`src/sv/lir_pkg.sv`:
```
package lir_pkg;

  localparam int SAMPLE_BITS_DEF = 24;
  localparam int LENGTH_BITS_DEF = 24;

  // Both rate registers are 19 bits wide, enough for 384 kHz.
  localparam int RATE_BITS = 19;
  localparam logic [RATE_BITS-1:0] RATE_RESET = RATE_BITS'(44100);

  localparam int MAX_UPSAMPLE_RATIO = 16;
  localparam int RATIO_BITS = $clog2(MAX_UPSAMPLE_RATIO + 1);

  // Upper bound on the results that one input sample may produce.
  localparam int MAX_RESULTS = 34;
  localparam int RES_BITS = $clog2(MAX_RESULTS + 1);

  localparam int CFG_IDX_BITS = 2;
  localparam logic [CFG_IDX_BITS-1:0] REG_OLD_RATE    = CFG_IDX_BITS'(0);
  localparam logic [CFG_IDX_BITS-1:0] REG_NEW_RATE    = CFG_IDX_BITS'(1);
  localparam logic [CFG_IDX_BITS-1:0] REG_CLIP_LENGTH = CFG_IDX_BITS'(2);

  localparam logic [1:0] EMIT_PASS   = 2'd0;
  localparam logic [1:0] EMIT_ERR    = 2'd1;
  localparam logic [1:0] EMIT_TAIL   = 2'd2;
  localparam logic [1:0] EMIT_INTERP = 2'd3;

  function automatic int maxi(input int a, input int b);
    return (a > b) ? a : b;
  endfunction

  typedef struct packed {
    logic       latch_in;
    logic       mul_len;
    logic       go_total;
    logic       save_total;
    logic       go_step;
    logic       save_step;
    logic       mul_interp;
    logic       sum;
    logic       go_sample;
    logic       emit;
    logic [1:0] emit_sel;
    logic       advance;
    logic       pass_finish;
    logic       finish;
  } lir_cmd_t;

  typedef struct packed {
    logic len_zero;
    logic pass_mode;
    logic ratio_err;
    logic first_in;
    logic in_last;
    logic more;
    logic tail;
    logic interp_ok;
    logic div_busy;
    logic out_free;
  } lir_status_t;

endpackage

```
`src/sv/lir_ctrl.sv`:
```
module lir_ctrl import lir_pkg::*; (
  input  logic        clk,
  input  logic        rst,
  input  logic        in_valid,
  output logic        in_ready,
  input  lir_status_t status,
  output lir_cmd_t    cmd
);

  localparam logic [3:0] S_IDLE      = 4'd0;
  localparam logic [3:0] S_MUL_LEN   = 4'd1;
  localparam logic [3:0] S_TOT_GO    = 4'd2;
  localparam logic [3:0] S_TOT_WAIT  = 4'd3;
  localparam logic [3:0] S_STEP_GO   = 4'd4;
  localparam logic [3:0] S_STEP_WAIT = 4'd5;
  localparam logic [3:0] S_CHECK     = 4'd6;
  localparam logic [3:0] S_MUL       = 4'd7;
  localparam logic [3:0] S_SUM       = 4'd8;
  localparam logic [3:0] S_DIV_GO    = 4'd9;
  localparam logic [3:0] S_DIV_WAIT  = 4'd10;
  localparam logic [3:0] S_EMIT      = 4'd11;
  localparam logic [3:0] S_FINISH    = 4'd12;

  logic [3:0] state;
  logic [3:0] state_next;
  logic [1:0] emit_kind;
  logic [1:0] emit_kind_next;

  always_ff @(posedge clk) begin
    if (rst) begin
      state     <= S_IDLE;
      emit_kind <= EMIT_PASS;
    end else begin
      state     <= state_next;
      emit_kind <= emit_kind_next;
    end
  end

  always_comb begin
    cmd            = '0;
    in_ready       = 1'b0;
    state_next     = state;
    emit_kind_next = emit_kind;
    case (state)
      S_IDLE: begin
        in_ready = 1'b1;
        if (in_valid) begin
          cmd.latch_in = 1'b1;
          if (status.len_zero) begin
            state_next = S_IDLE;
          end else if (status.pass_mode) begin
            emit_kind_next = EMIT_PASS;
            state_next     = S_EMIT;
          end else if (status.ratio_err) begin
            emit_kind_next = EMIT_ERR;
            state_next     = S_EMIT;
          end else if (status.first_in) begin
            state_next = S_MUL_LEN;
          end else begin
            state_next = S_CHECK;
          end
        end
      end
      S_MUL_LEN: begin
        cmd.mul_len = 1'b1;
        state_next  = S_TOT_GO;
      end
      S_TOT_GO: begin
        cmd.go_total = 1'b1;
        state_next   = S_TOT_WAIT;
      end
      S_TOT_WAIT: begin
        if (!status.div_busy) begin
          cmd.save_total = 1'b1;
          state_next     = S_STEP_GO;
        end
      end
      S_STEP_GO: begin
        cmd.go_step = 1'b1;
        state_next  = S_STEP_WAIT;
      end
      S_STEP_WAIT: begin
        if (!status.div_busy) begin
          cmd.save_step = 1'b1;
          state_next    = S_CHECK;
        end
      end
      S_CHECK: begin
        // Outputs past the last sample wait for that sample; an output
        // whose right neighbor is still to come ends this sample's work.
        if (!status.more) begin
          state_next = S_FINISH;
        end else if (status.tail) begin
          if (status.in_last) begin
            emit_kind_next = EMIT_TAIL;
            state_next     = S_EMIT;
          end else begin
            state_next = S_FINISH;
          end
        end else if (status.interp_ok) begin
          state_next = S_MUL;
        end else begin
          state_next = S_FINISH;
        end
      end
      S_MUL: begin
        cmd.mul_interp = 1'b1;
        state_next     = S_SUM;
      end
      S_SUM: begin
        cmd.sum    = 1'b1;
        state_next = S_DIV_GO;
      end
      S_DIV_GO: begin
        cmd.go_sample = 1'b1;
        state_next    = S_DIV_WAIT;
      end
      S_DIV_WAIT: begin
        if (!status.div_busy) begin
          emit_kind_next = EMIT_INTERP;
          state_next     = S_EMIT;
        end
      end
      S_EMIT: begin
        cmd.emit_sel = emit_kind;
        if (status.out_free) begin
          cmd.emit = 1'b1;
          case (emit_kind)
            EMIT_PASS: begin
              cmd.pass_finish = 1'b1;
              state_next      = S_IDLE;
            end
            EMIT_ERR: begin
              state_next = S_IDLE;
            end
            default: begin
              cmd.advance = 1'b1;
              state_next  = S_CHECK;
            end
          endcase
        end
      end
      S_FINISH: begin
        cmd.finish = 1'b1;
        state_next = S_IDLE;
      end
      default: begin
        state_next = S_IDLE;
      end
    endcase
  end

endmodule
```
`config.mk`:
```
export PLATFORM = sky130hd
export DESIGN_NAME = lir_ctrl
export DESIGN_NICKNAME = d
export VERILOG_FILES = /design/src/sv/lir_pkg.sv /design/src/sv/lir_ctrl.sv
export SDC_FILE = /design/constraint.sdc
export NUM_CORES = 1
export LEC_CHECK = 0
export BUFFER_PORTS_ARGS = -buffer_cell sky130_fd_sc_hd__buf_4
export CAP_MARGIN = 20
export CELL_PAD_IN_SITES_DETAIL_PLACEMENT = 1
export CELL_PAD_IN_SITES_GLOBAL_PLACEMENT = 1
export CORE_MARGIN = 2
export CORE_UTILIZATION = 34
export DETAILED_ROUTE_END_ITERATION = 10
export HOLD_SLACK_MARGIN = 0.02
export PLACE_DENSITY_LB_ADDON = 0.1
export SKIP_CTS_REPAIR_TIMING = 1
export SYNTH_ARGS = -nofsm -noshare
export SYNTH_HDL_FRONTEND = slang
export SYNTH_SLANG_ARGS = --single-unit
```
`constraint.sdc`:
```
create_clock -name clk -period 3.3 [get_ports clk]
set_input_delay 0.165 -clock clk [delete_from_list [all_inputs] [get_ports clk]]
set_output_delay 0.165 -clock clk [all_outputs]
set_load 0.03 [all_outputs]
```
* Word level (Yosys, flattened, before mapping)
Cells that the tools add are included.
** Word-level totals
- Flip-flop bits (word level) :: 6
- Bits in latches :: 0
- RAM bits :: 0
- Memory bits (read-only) :: 0
- Word-level logic and storage cells :: 73
- Memories :: 0
** Operators by class
- $add $sub $neg :: 0
- Multipliers :: 0
- Div/mod/pow operators :: 0
- Order comparisons :: 0
- Equality and inequality tests :: 23
- Shifts and indexed selects :: 0
- Multiplexer cells :: 42
- Bitwise logic cells :: 0
- Reductions and logical operators :: 6
** Operators with widths (number)
- one-hot mux 4 bit (12 select lines) :: 1
- 2-to-1 mux 4 bit :: 11
- equality test 4 bit (second input constant) :: 5
- 2-to-1 mux 2 bit :: 9
- inequality test 2 bit (second input constant) :: 9
- equality test 4 x 3 -> 1 bit (second input constant) :: 4
- 2-to-1 mux 1 bit :: 16
- 2-to-1 mux 3 bit :: 3
- equality test 4 x 2 -> 1 bit (second input constant) :: 2
- AND reduction 8 bit :: 1
- one-hot mux 2 bit (3 select lines) :: 1
- 2-to-1 mux 5 bit :: 1
- AND reduction 5 bit :: 1
- equality test 4 x 1 -> 1 bit (second input constant) :: 1
- logical NOT 4 bit :: 1
- inequality test 3 bit (second input constant) :: 1
- nonzero test 3 bit :: 1
- equality test 2 x 1 -> 1 bit (second input constant) :: 1
- logical NOT 2 bit :: 1
- OR reduction 2 bit :: 1

* Depth between registers and ports, before layout
Gate-level depths: netlist of run 1.
- Depth after elaboration :: 6
- Gate-level depth with buffers :: 6

* Worst setup path before layout of run 1
No wires, ideal clock.
- Kind :: flip-flop to output port
- Start :: reg state[1]
- End :: out cmd[1] (netlist bit)
- Arrival :: 1.883 ns
- Required time :: 3.135 ns
- Path slack :: 1.252 ns
- Stages on the path, launching flop included :: 5
- Path through :: dfxtp_1 clkbuf_1 and2_1 and3_1 nor3b_1
** RTL lines
- from (decl) :: line lir_ctrl.sv:24 : logic [3:0] state;
- from (signal assigned) :: line lir_ctrl.sv:34 : state <= state_next;
- to (decl) :: line lir_ctrl.sv:7 : output lir_cmd_t cmd

==> out/results.tsv, run 1 <==
stage	metric	value	unit
sta	period_needed	2150	ps
layout	utilization	0.474	
synth	avgSynthCellArea	7.34	um^2
cts	cts_buffer_depth	2	
sta	period_share	0.653	
routing	drt_iter0_drc	14	
placement	hpwl	1770	um
placement	port_buffers	28	
die	die_w	49.3	um
die	io_pins	29	
setup_path	endpoint	cmd[1]	
grt	grt_pass1_vias	840	
cts	cts_tree	done	
setup_path	cp.arrival	1990	ps
synth	yosysTopAreaCellShare	0.172	
synth	yosysWarningCount	0	
layout	nNetsFinal	133	
setup_path	endpoint_kind	primary output	
layout	area_growth	32.1	%
layout	mostFrequentLayoutCells	28 x buf_4, 7 x nor2_1, 6 x nor3_1, 6 x dfxtp_1	
setup_path	cp-startpoint	state[3]$_SDFFE_PP0P_	
cts	cts_buffers	3	
routing	ant_nets	0	
setup_path	crit_type	reg2out	
sta	slew_viol_final	0	
synth	yosysTopAreaCell	dfxtp_1	
setup_path	r2r_setup_slack	1190	ps
cts	cts.sinks	6	
power_and_ir_drop	power.leakage	0.382	nW
grt	grt_max_degree	21	
routing	wl_per_cell	16.5	um
layout	layout_commonest_cell	buf_4	
die	die_h	49.3	um
setup_path	path_max_fanout	18	
run_status	outcome	completed	
synth	async_flop_share	0	
synth	syn_area	697	um^2
sta	hold_viol_final	0	
placement	place.gp.congestion	0.836	
worst_hold_path	hp-class	in2reg	
routing	wl	2400	um
setup_path	r2r_cells	4	
job	maxCapViolations	0	
sta	finalSetupViolations	0	
sta	worst_pin_slew	726	ps
routing	vias	837	
placement	placed_area	898	um^2
sta	final.setup.tns	0	ps
routing	drc	0	
grt	grt_pass1_wl	3920	um
routing	wl_met3	73	um
sta	max_freq	464	MHz
die	initial_core_util	0.359	
grt	grt_usage	0.214	
sta	clock_skew	2.12	ps
layout	fin_area	921	um^2
setup_path	required	3130	ps
power_and_ir_drop	peakVddDrop	0.347	mV
setup_path	start_kind	register	
power_and_ir_drop	p_per_area	711	nW/um^2
synth	ys.flop_type	dfxtp_1	
routing	top_layer	met4	
die	fp-row-count	16	
cts	cts_root_buf	clkbuf_4	
die	coreArea	1940	um^2
cts	clk_latency	250	ps
synth	synth_nets	108	
synth	synth.distinct_cells	44	
layout	drive_above_1_share	0.305	
cts	htreeDepth	1	
synth	synth_edf_count	0	
grt	antenna_found_initial	0	
sta	relSlewSlack	0.513	
synth	synth_area_leaders	dfxtp_1 17%, nor3_1 4.3%, nor2_1 3.8%	
routing	met2WireLength	1180	um
routing	wl_met1	1090	um
grt	overflow	0	
cts	clk_pin_slew	50	ps
routing	first_pass_iters	4	
synth	syn_inst	95	
routing	via_per_inst	5.77	
setup_path	rr_endpoint	emit_kind[0]$_SDFFE_PP0P_	
layout	antenna_cells	0	
setup_path	timing.rr.start	state[3]$_SDFFE_PP0P_	
synth	synth-seq-cells	6	
sta	rsz0062_at_grt	false	
die	dieArea	2430	um^2
synth	ys_seq_area_frac	0.172	
cell families after synthesis:
family          synth area share
xor+xnor                  0.0251
flops                      0.172
buf+inv                   0.0826
compound gates             0.300
mux                       0.0144
simple gates               0.406
state kept, by name, indices dropped and copies added, names as in the netlist:
| name | flops |
|---|---|
| state | 4 |
| emit_kind | 2 |
synth_stat cells (2+ instances only):
master,n
nor3b_1,2
nand2_1,4
nor2_1,7
and2_1,3
o32ai_1,2
nand3_1,2
a211oi_1,2
or4_1,2
nor4_1,2
clkbuf_1,5
o22ai_1,2
dfxtp_1,6
o21ai_0,5
o211ai_1,2
nor3_1,6
inv_1,4
a21oi_1,5
and3_1,3
nor2b_1,3
nand2b_1,4
power by group:
part | total [mW] | switching (mW) | internal, mW | leakage, nW
Clock | 0.0710 | 0.0297 | 0.0413 | 0.0138
Sequential | 0.166 | 0.0731 | 0.0928 | 0.0490
Combinational | 0.418 | 0.251 | 0.166 | 0.319
Total | 0.654 | 0.354 | 0.301 | 0.382
area by class of cell:
class	instances	area, um^2
fillers	272	1020
inverters	4	15.0
flip-flops and latches	6	120
multi-input cells	77	519
clock buffers	3	22.5
repair buffers	28	210
well taps	27	33.8
worst min-delay path by stage:
stage / end / startpoint / depth (start not counted) / slack (ps)
after CTS: emit_kind[1]$_SDFFE_PP0P_ / rst / 2 / 130
after detailed placement: emit_kind[1]$_SDFFE_PP0P_ / rst / 2 / 400
after global placement: emit_kind[1]$_SDFFE_PP0P_ / rst / 2 / 400
after global routing: emit_kind[1]$_SDFFE_PP0P_ / rst / 2 / 150
final: emit_kind[1]$_SDFFE_PP0P_ / rst / 2 / 140
after floorplan: emit_kind[1]$_SDFFE_PP0P_ / rst / 1 / 230
layer usage:
metal / up-vias / GRT usage
met5: - / 0
met4: 0 / 0.114
met3: 7 / 0.0276
met2: 24 / 0.365
met1: 399 / 0.257
li1: 407 / -
per-stage QoR:
| step | total power [mW] | cells | setup WS [ps] | hold WS [ps] |
|---|---|---|---|---|
| 2_1_floorplan | 0.462 | 95 | 1250 | 234 |
| 3_3_place_gp | 0.575 | 142 | 1270 | 398 |
| 3_5_place_dp | 0.578 | 142 | 1220 | 404 |
| 4_1_cts | 0.655 | 145 | 1150 | 133 |
| 5_1_grt | 0.702 | 145 | 981 | 146 |
| 6_report | 0.654 | 145 | 1150 | 137 |
worst max-delay path: stages (launching register included):
cell	delay, ps
dfxtp_1	650
nor2b_1	430
and3_1	270
nor3b_1	190
buf_4	190
(Power assumes the default switching activity.)
==> run 2: changes to the inputs <==
--- a/config.mk
+++ b/config.mk
@@ -10,7 +10,7 @@
 export CELL_PAD_IN_SITES_DETAIL_PLACEMENT = 1
 export CELL_PAD_IN_SITES_GLOBAL_PLACEMENT = 1
 export CORE_MARGIN = 2
-export CORE_UTILIZATION = 34
+export CORE_UTILIZATION = 32
 export DETAILED_ROUTE_END_ITERATION = 10
 export HOLD_SLACK_MARGIN = 0.02
 export PLACE_DENSITY_LB_ADDON = 0.1
==> constraint.sdc (replaced) <==
create_clock -name clk -period 2.1 [get_ports clk]
set_input_delay 0.105 -clock clk [delete_from_list [all_inputs] [get_ports clk]]
set_output_delay 0.105 -clock clk [all_outputs]
set_load 0.03 [all_outputs]
==> run 2 against run 1 <==
  * Sequential share of layout area fell by 0.70 points
  * Critical endpoint unchanged
  * Sequential cell count is the same
  * Critical path type unchanged
  * Final cell count increased by 4.8%
  * Routed wire length decreased by 0.17%
  * Hold slack lost 51 ps
  * Register-to-register slack lost 850 ps
  * Setup slack worse by 920 ps
  * Core utilization is 1.2 points higher
  * Cell area increased by 5.7%
==> out/results.tsv, run 2 (synthesis results as in run 1) <==
stage	metric	value	unit	change
power_and_ir_drop	power	1.10	mW	+68%
setup_path	cpMaxStageDelayCell	nor2b_1		
routing	drc	0		unchanged
sta	period_needed	1870	ps	
cts	cts.sinks	6		unchanged
cts	cts_root_buf	clkbuf_4		
sta	hold_viol_final	0		unchanged
grt	antenna_found_initial	0		unchanged
setup_path	start_kind	register		
setup_path	cp_slowest_stage_delay	350	ps	-300 ps
die	io_pins	29		unchanged
cts	htreeDepth	1		unchanged
cts	cts_buffers	3		unchanged
layout	regMostFlops	state		
layout	final_cells	152		+4.8%
setup_path	endpoint_kind	primary output		
grt	overflow	0		unchanged
routing	wl_per_cell	15.8	um	-4.8%
job	maxCapViolations	0		unchanged
layout	utilization	0.486		+0.0120
setup_path	path_max_fanout	17		-1
sta	relSlewSlack	0.768		+0.255
sta	clock_skew	6.17	ps	+4.05 ps
die	coreArea	2000	um^2	+3.1%
grt	grt_usage	0.207		-0.00689
layout	largest_reg_flops	4		unchanged
placement	dp.cells	149		+4.9%
placement	place.gp.congestion	0.881		+5.4%
power_and_ir_drop	peakVddDrop	0.690	mV	+99%
cts	clk_latency	240	ps	about the same
layout	area_growth	39.7	%	
setup_path	cp_top_family	simple AND/OR/NAND/NOR gates		
power_and_ir_drop	power.leakage	0.419	nW	+9.6%
placement	pre_cts_ws	360	ps	-858 ps
layout	mostFrequentLayoutCells	35 x buf_4, 7 x nor2_1, 6 x nor3_1, 6 x dfxtp_1		
run_status	outcome	completed		
die	die_h	50.7	um	+2.8%
grt	grt_max_degree	20		-4.8%
power_and_ir_drop	p_per_area	1130	nW/um^2	+59%
cts	cts_tree	done		
setup_path	crit_chain	buf_4, nor2b_1, and3_1, nor3b_1, buf_4		
routing	via_per_inst	5.60		-3.0%
setup_path	cp.arrival	1770	ps	-220 ps
layout	drive_above_1_share	0.344		+0.0389
die	initial_core_util	0.348		-0.0108
grt	grt_pass1_vias	850		+1.2%
layout	layout_commonest_cell	buf_4		
layout	reg_top3	state: 4 flops, emit_kind: 2 flops		
sta	slew_viol_final	0		unchanged
routing	first_pass_iters	4		unchanged
sta	finalWorstSetupSlack	227	ps	-919 ps
routing	drt_iter0_drc	14		unchanged
cts	cts_buffer_depth	2		unchanged
worst_hold_path	hp-class	in2reg		
die	fp-row-count	16		unchanged
grt	grt_pass1_wl	4140	um	+5.6%
sta	rsz0062_at_grt	false		
routing	vias	851		+1.7%
sta	period_share	0.892		
layout	antenna_cells	0		unchanged
die	dieArea	2570	um^2	+5.7%
layout	fill_cells	258		-5.1%
cts	clk_pin_slew	40	ps	about the same
placement	hpwl	1850	um	+4.8%
setup_path	crit_type	reg2out		
layout	nNetsFinal	140		+5.3%
setup_path	cp_common_cell	buf_4		
setup_path	required	2000	ps	-1130 ps
sta	worst_pin_slew	347	ps	-379 ps
sta	final.setup.tns	0	ps	unchanged
sta	max_freq	534	MHz	
die	die_w	50.7	um	+2.8%
setup_path	cp_num_buf_inv	2		+1
routing	ant_nets	0		unchanged
routing	wl	2400	um	-0.17%
placement	port_buffers	28		unchanged
sta	finalSetupViolations	0		unchanged
run 2: cell type report:
| class | instances | area [um^2] | area share |
|---|---|---|---|
| Clock buffer | 3 | 22.5 | 0.0231 |
| Inverter | 4 | 15.0 | 0.0154 |
| Tap cell | 27 | 33.8 | 0.0347 |
| Timing Repair Buffer | 35 | 263 | 0.270 |
| Sequential cell | 6 | 120 | 0.123 |
| Multi-Input combinational cell | 77 | 519 | 0.533 |
run 2: report_power, final:
group	leakage [nW]	internal, mW	switching [mW]
Clock	0.0138	0.0646	0.0406
Combinational	0.356	0.326	0.504
Sequential	0.0490	0.146	0.0193
Total	0.419	0.536	0.564
run 2: worst paths after layout:
path         slack [ps]                      start                         to  cells after the start
max                 230      state[3]$_SDFFE_PP0P_                     cmd[1]                      5
min                  90                        rst  emit_kind[1]$_SDFFE_PP0P_                      2
max reg2reg         340      state[3]$_SDFFE_PP0P_  emit_kind[0]$_SDFFE_PP0P_                      4
min reg2reg         510  emit_kind[0]$_SDFFE_PP0P_  emit_kind[0]$_SDFFE_PP0P_                      2
run 2: per-stage QoR:
stage / area, um^2 / hold WS (ps)
2_1_floorplan: 697 / 174
3_3_place_gp: 951 / 331
3_5_place_dp: 951 / 330
4_1_cts: 973 / 79.4
5_1_grt: 973 / 84.9
6_report: 973 / 85.6
run 2: layer usage:
metal | track usage | wire [um] | vias to the layer above
met1 | 0.294 | 1150 | 408
met3 | 0.00893 | 80 | 0
met2 | 0.340 | 1160 | 18
li1 | - | - | 425
met5 | 0 | 0 | -
met4 | 0.0541 | 0 | 0
==> run 3: changes to the inputs <==
--- a/config.mk
+++ b/config.mk
@@ -14,6 +14,7 @@
 export DETAILED_ROUTE_END_ITERATION = 10
 export HOLD_SLACK_MARGIN = 0.02
 export PLACE_DENSITY_LB_ADDON = 0.1
+export REMOVE_ABC_BUFFERS = 1
 export SKIP_CTS_REPAIR_TIMING = 1
 export SYNTH_ARGS = -nofsm -noshare
 export SYNTH_HDL_FRONTEND = slang
==> constraint.sdc (replaced) <==
create_clock -name clk -period 2 [get_ports clk]
set_input_delay 0.1 -clock clk [delete_from_list [all_inputs] [get_ports clk]]
set_output_delay 0.1 -clock clk [all_outputs]
set_load 0.03 [all_outputs]
==> run 3 against run 2 <==
  * Largest power group unchanged
  * Setup slack got worse by 36 ps
  * Hold slack got worse by 15 ps
  * Power rose by 4.7%
  * Clock-buffer cell count did not move
  * Die area did not move
  * Clock skew rose by 1.9 ps
  * Final cell count did not move
==> out/results.tsv, run 3 (synthesis results as in run 1) <==
stage	metric	value	unit	change
sta	worst_pin_slew	361	ps	+13.6 ps
sta	hold_ws	70.9	ps	-14.7 ps
setup_path	r2r_setup_slack	240	ps	-100 ps
layout	fill_cells	266		+3.1%
grt	grt_pass1_wl	4110	um	-0.85%
setup_path	rr_endpoint	emit_kind[0]$_SDFFE_PP0P_		
cts	clk_latency	250	ps	about the same
sta	hold_viol_final	0		unchanged
layout	reg_top3	state: 4 flops, emit_kind: 2 flops		
routing	drc	0		unchanged
die	die_h	50.7	um	unchanged
grt	grt_pass1_vias	810		-4.7%
cts	cts_buffer_depth	2		unchanged
setup_path	timing.rr.start	state[3]$_SDFFE_PP0P_		
power_and_ir_drop	peakVddDrop	0.630	mV	-8.7%
placement	placed_area	951	um^2	unchanged
setup_path	cp.arrival	1710	ps	-60 ps
cts	cts.sinks	6		unchanged
layout	utilization	0.487		+0.000625
grt	antenna_found_initial	0		unchanged
grt	grt_max_degree	18		-10%
layout	layout_commonest_cell	buf_4		
run_status	outcome	completed		
power_and_ir_drop	p_per_area	1180	nW/um^2	+4.6%
die	coreArea	2000	um^2	unchanged
sta	finalSetupViolations	0		unchanged
layout	antenna_cells	0		unchanged
setup_path	crit_type	reg2out		
setup_path	required	1900	ps	-100 ps
die	fp-row-count	16		unchanged
setup_path	endpoint	cmd[1]		
layout	regMostFlops	state		
die	dieArea	2570	um^2	unchanged
die	initial_core_util	0.348		unchanged
cts	cts_tree	done		
setup_path	start_kind	register		
sta	relSlewSlack	0.758		-0.0103
sta	max_freq	553	MHz	
routing	wl_per_cell	15.1	um	-4.5%
job	maxCapViolations	0		unchanged
sta	final.setup.tns	0	ps	unchanged
die	die_w	50.7	um	unchanged
layout	fin_area	975	um^2	+0.13%
setup_path	r2r_cells	4		unchanged
sta	clock_skew	8.08	ps	+1.90 ps
sta	slew_viol_final	0		unchanged
cts	clk_pin_slew	50	ps	about the same
routing	ant_nets	0		unchanged
worst_hold_path	hp-class	in2reg		
routing	first_pass_iters	4		unchanged
routing	vias	871		+2.4%
grt	overflow	0		unchanged
sta	rsz0062_at_grt	false		
power_and_ir_drop	power.leakage	0.419	nW	about the same
grt	grt_usage	0.208		+0.00124
placement	port_buffers	28		unchanged
layout	largest_reg_flops	4		unchanged
sta	period_needed	1810	ps	
die	io_pins	29		unchanged
layout	area_growth	39.9	%	
placement	place.gp.congestion	0.856		-2.8%
layout	drive_above_1_share	0.352		+0.00800
cts	cts_buffers	3		unchanged
setup_path	endpoint_kind	primary output		
routing	wl	2290	um	-4.5%
routing	via_per_inst	5.73		+2.4%
routing	drt_iter0_drc	17		+3
cts	cts_root_buf	clkbuf_4		
layout	mostFrequentLayoutCells	35 x buf_4, 7 x nor2_1, 6 x nor3_1		
placement	hpwl	1810	um	-2.4%
sta	period_share	0.904		
cts	htreeDepth	1		unchanged
layout	nNetsFinal	140		unchanged
setup_path	path_max_fanout	17		unchanged
setup_path	cp-startpoint	state[3]$_SDFFE_PP0P_		
[run 3: cell counts in the layout (fill, tap and decap cells not counted)]
Identical to the previous run, type by type.
[run 3: critical path, stage by stage, from the launching register on]
cell and delay [ps]:
dfxtp_1 320, buf_4 210, nor2b_1 320, and3_1 240, nor3b_1 180, buf_4 190
[run 3: worst min path at each step]
stage	cells after the start	startpoint	to
2_1_floorplan	1	rst	emit_kind[1]$_SDFFE_PP0P_
3_3_place_gp	2	rst	emit_kind[1]$_SDFFE_PP0P_
3_5_place_dp	2	rst	emit_kind[1]$_SDFFE_PP0P_
4_1_cts	2	rst	emit_kind[1]$_SDFFE_PP0P_
5_1_grt	2	rst	emit_kind[1]$_SDFFE_PP0P_
6_report	2	rst	emit_kind[1]$_SDFFE_PP0P_
[run 3: per-layer routing]
metal / GRT usage / part of all wire / up-vias
li1: - / - / 426
met1: 0.303 / 0.50 / 421
met2: 0.320 / 0.46 / 24
met3: 0.0446 / 0.040 / 0
met4: 0.0270 / 0 / 0
met5: 0 / 0 / -
[run 3: power breakdown]
part	leakage (nW)	switching, mW	internal, mW	total, mW
Clock	0.0138	0.0457	0.0680	0.114
Sequential	0.0493	0.0338	0.155	0.189
Combinational	0.356	0.509	0.342	0.851
[run 3: layout make-up]
cell class	count	area (um^2)	area share
multi-input combinational	77	519	0.533
sequential	6	121	0.125
timing repair buffer	35	263	0.270
clock buffer	3	22.5	0.0231
inverter	4	15.0	0.0154
tap	27	33.8	0.0347
[run 3: through the flow]
stage,instances,power (mW),worst slack (ps)
2_1_floorplan,87,0.712,-117
3_3_place_gp,149,1.03,286
3_5_place_dp,149,1.04,248
4_1_cts,152,1.16,135
5_1_grt,152,1.26,64.7
6_report,152,1.15,191
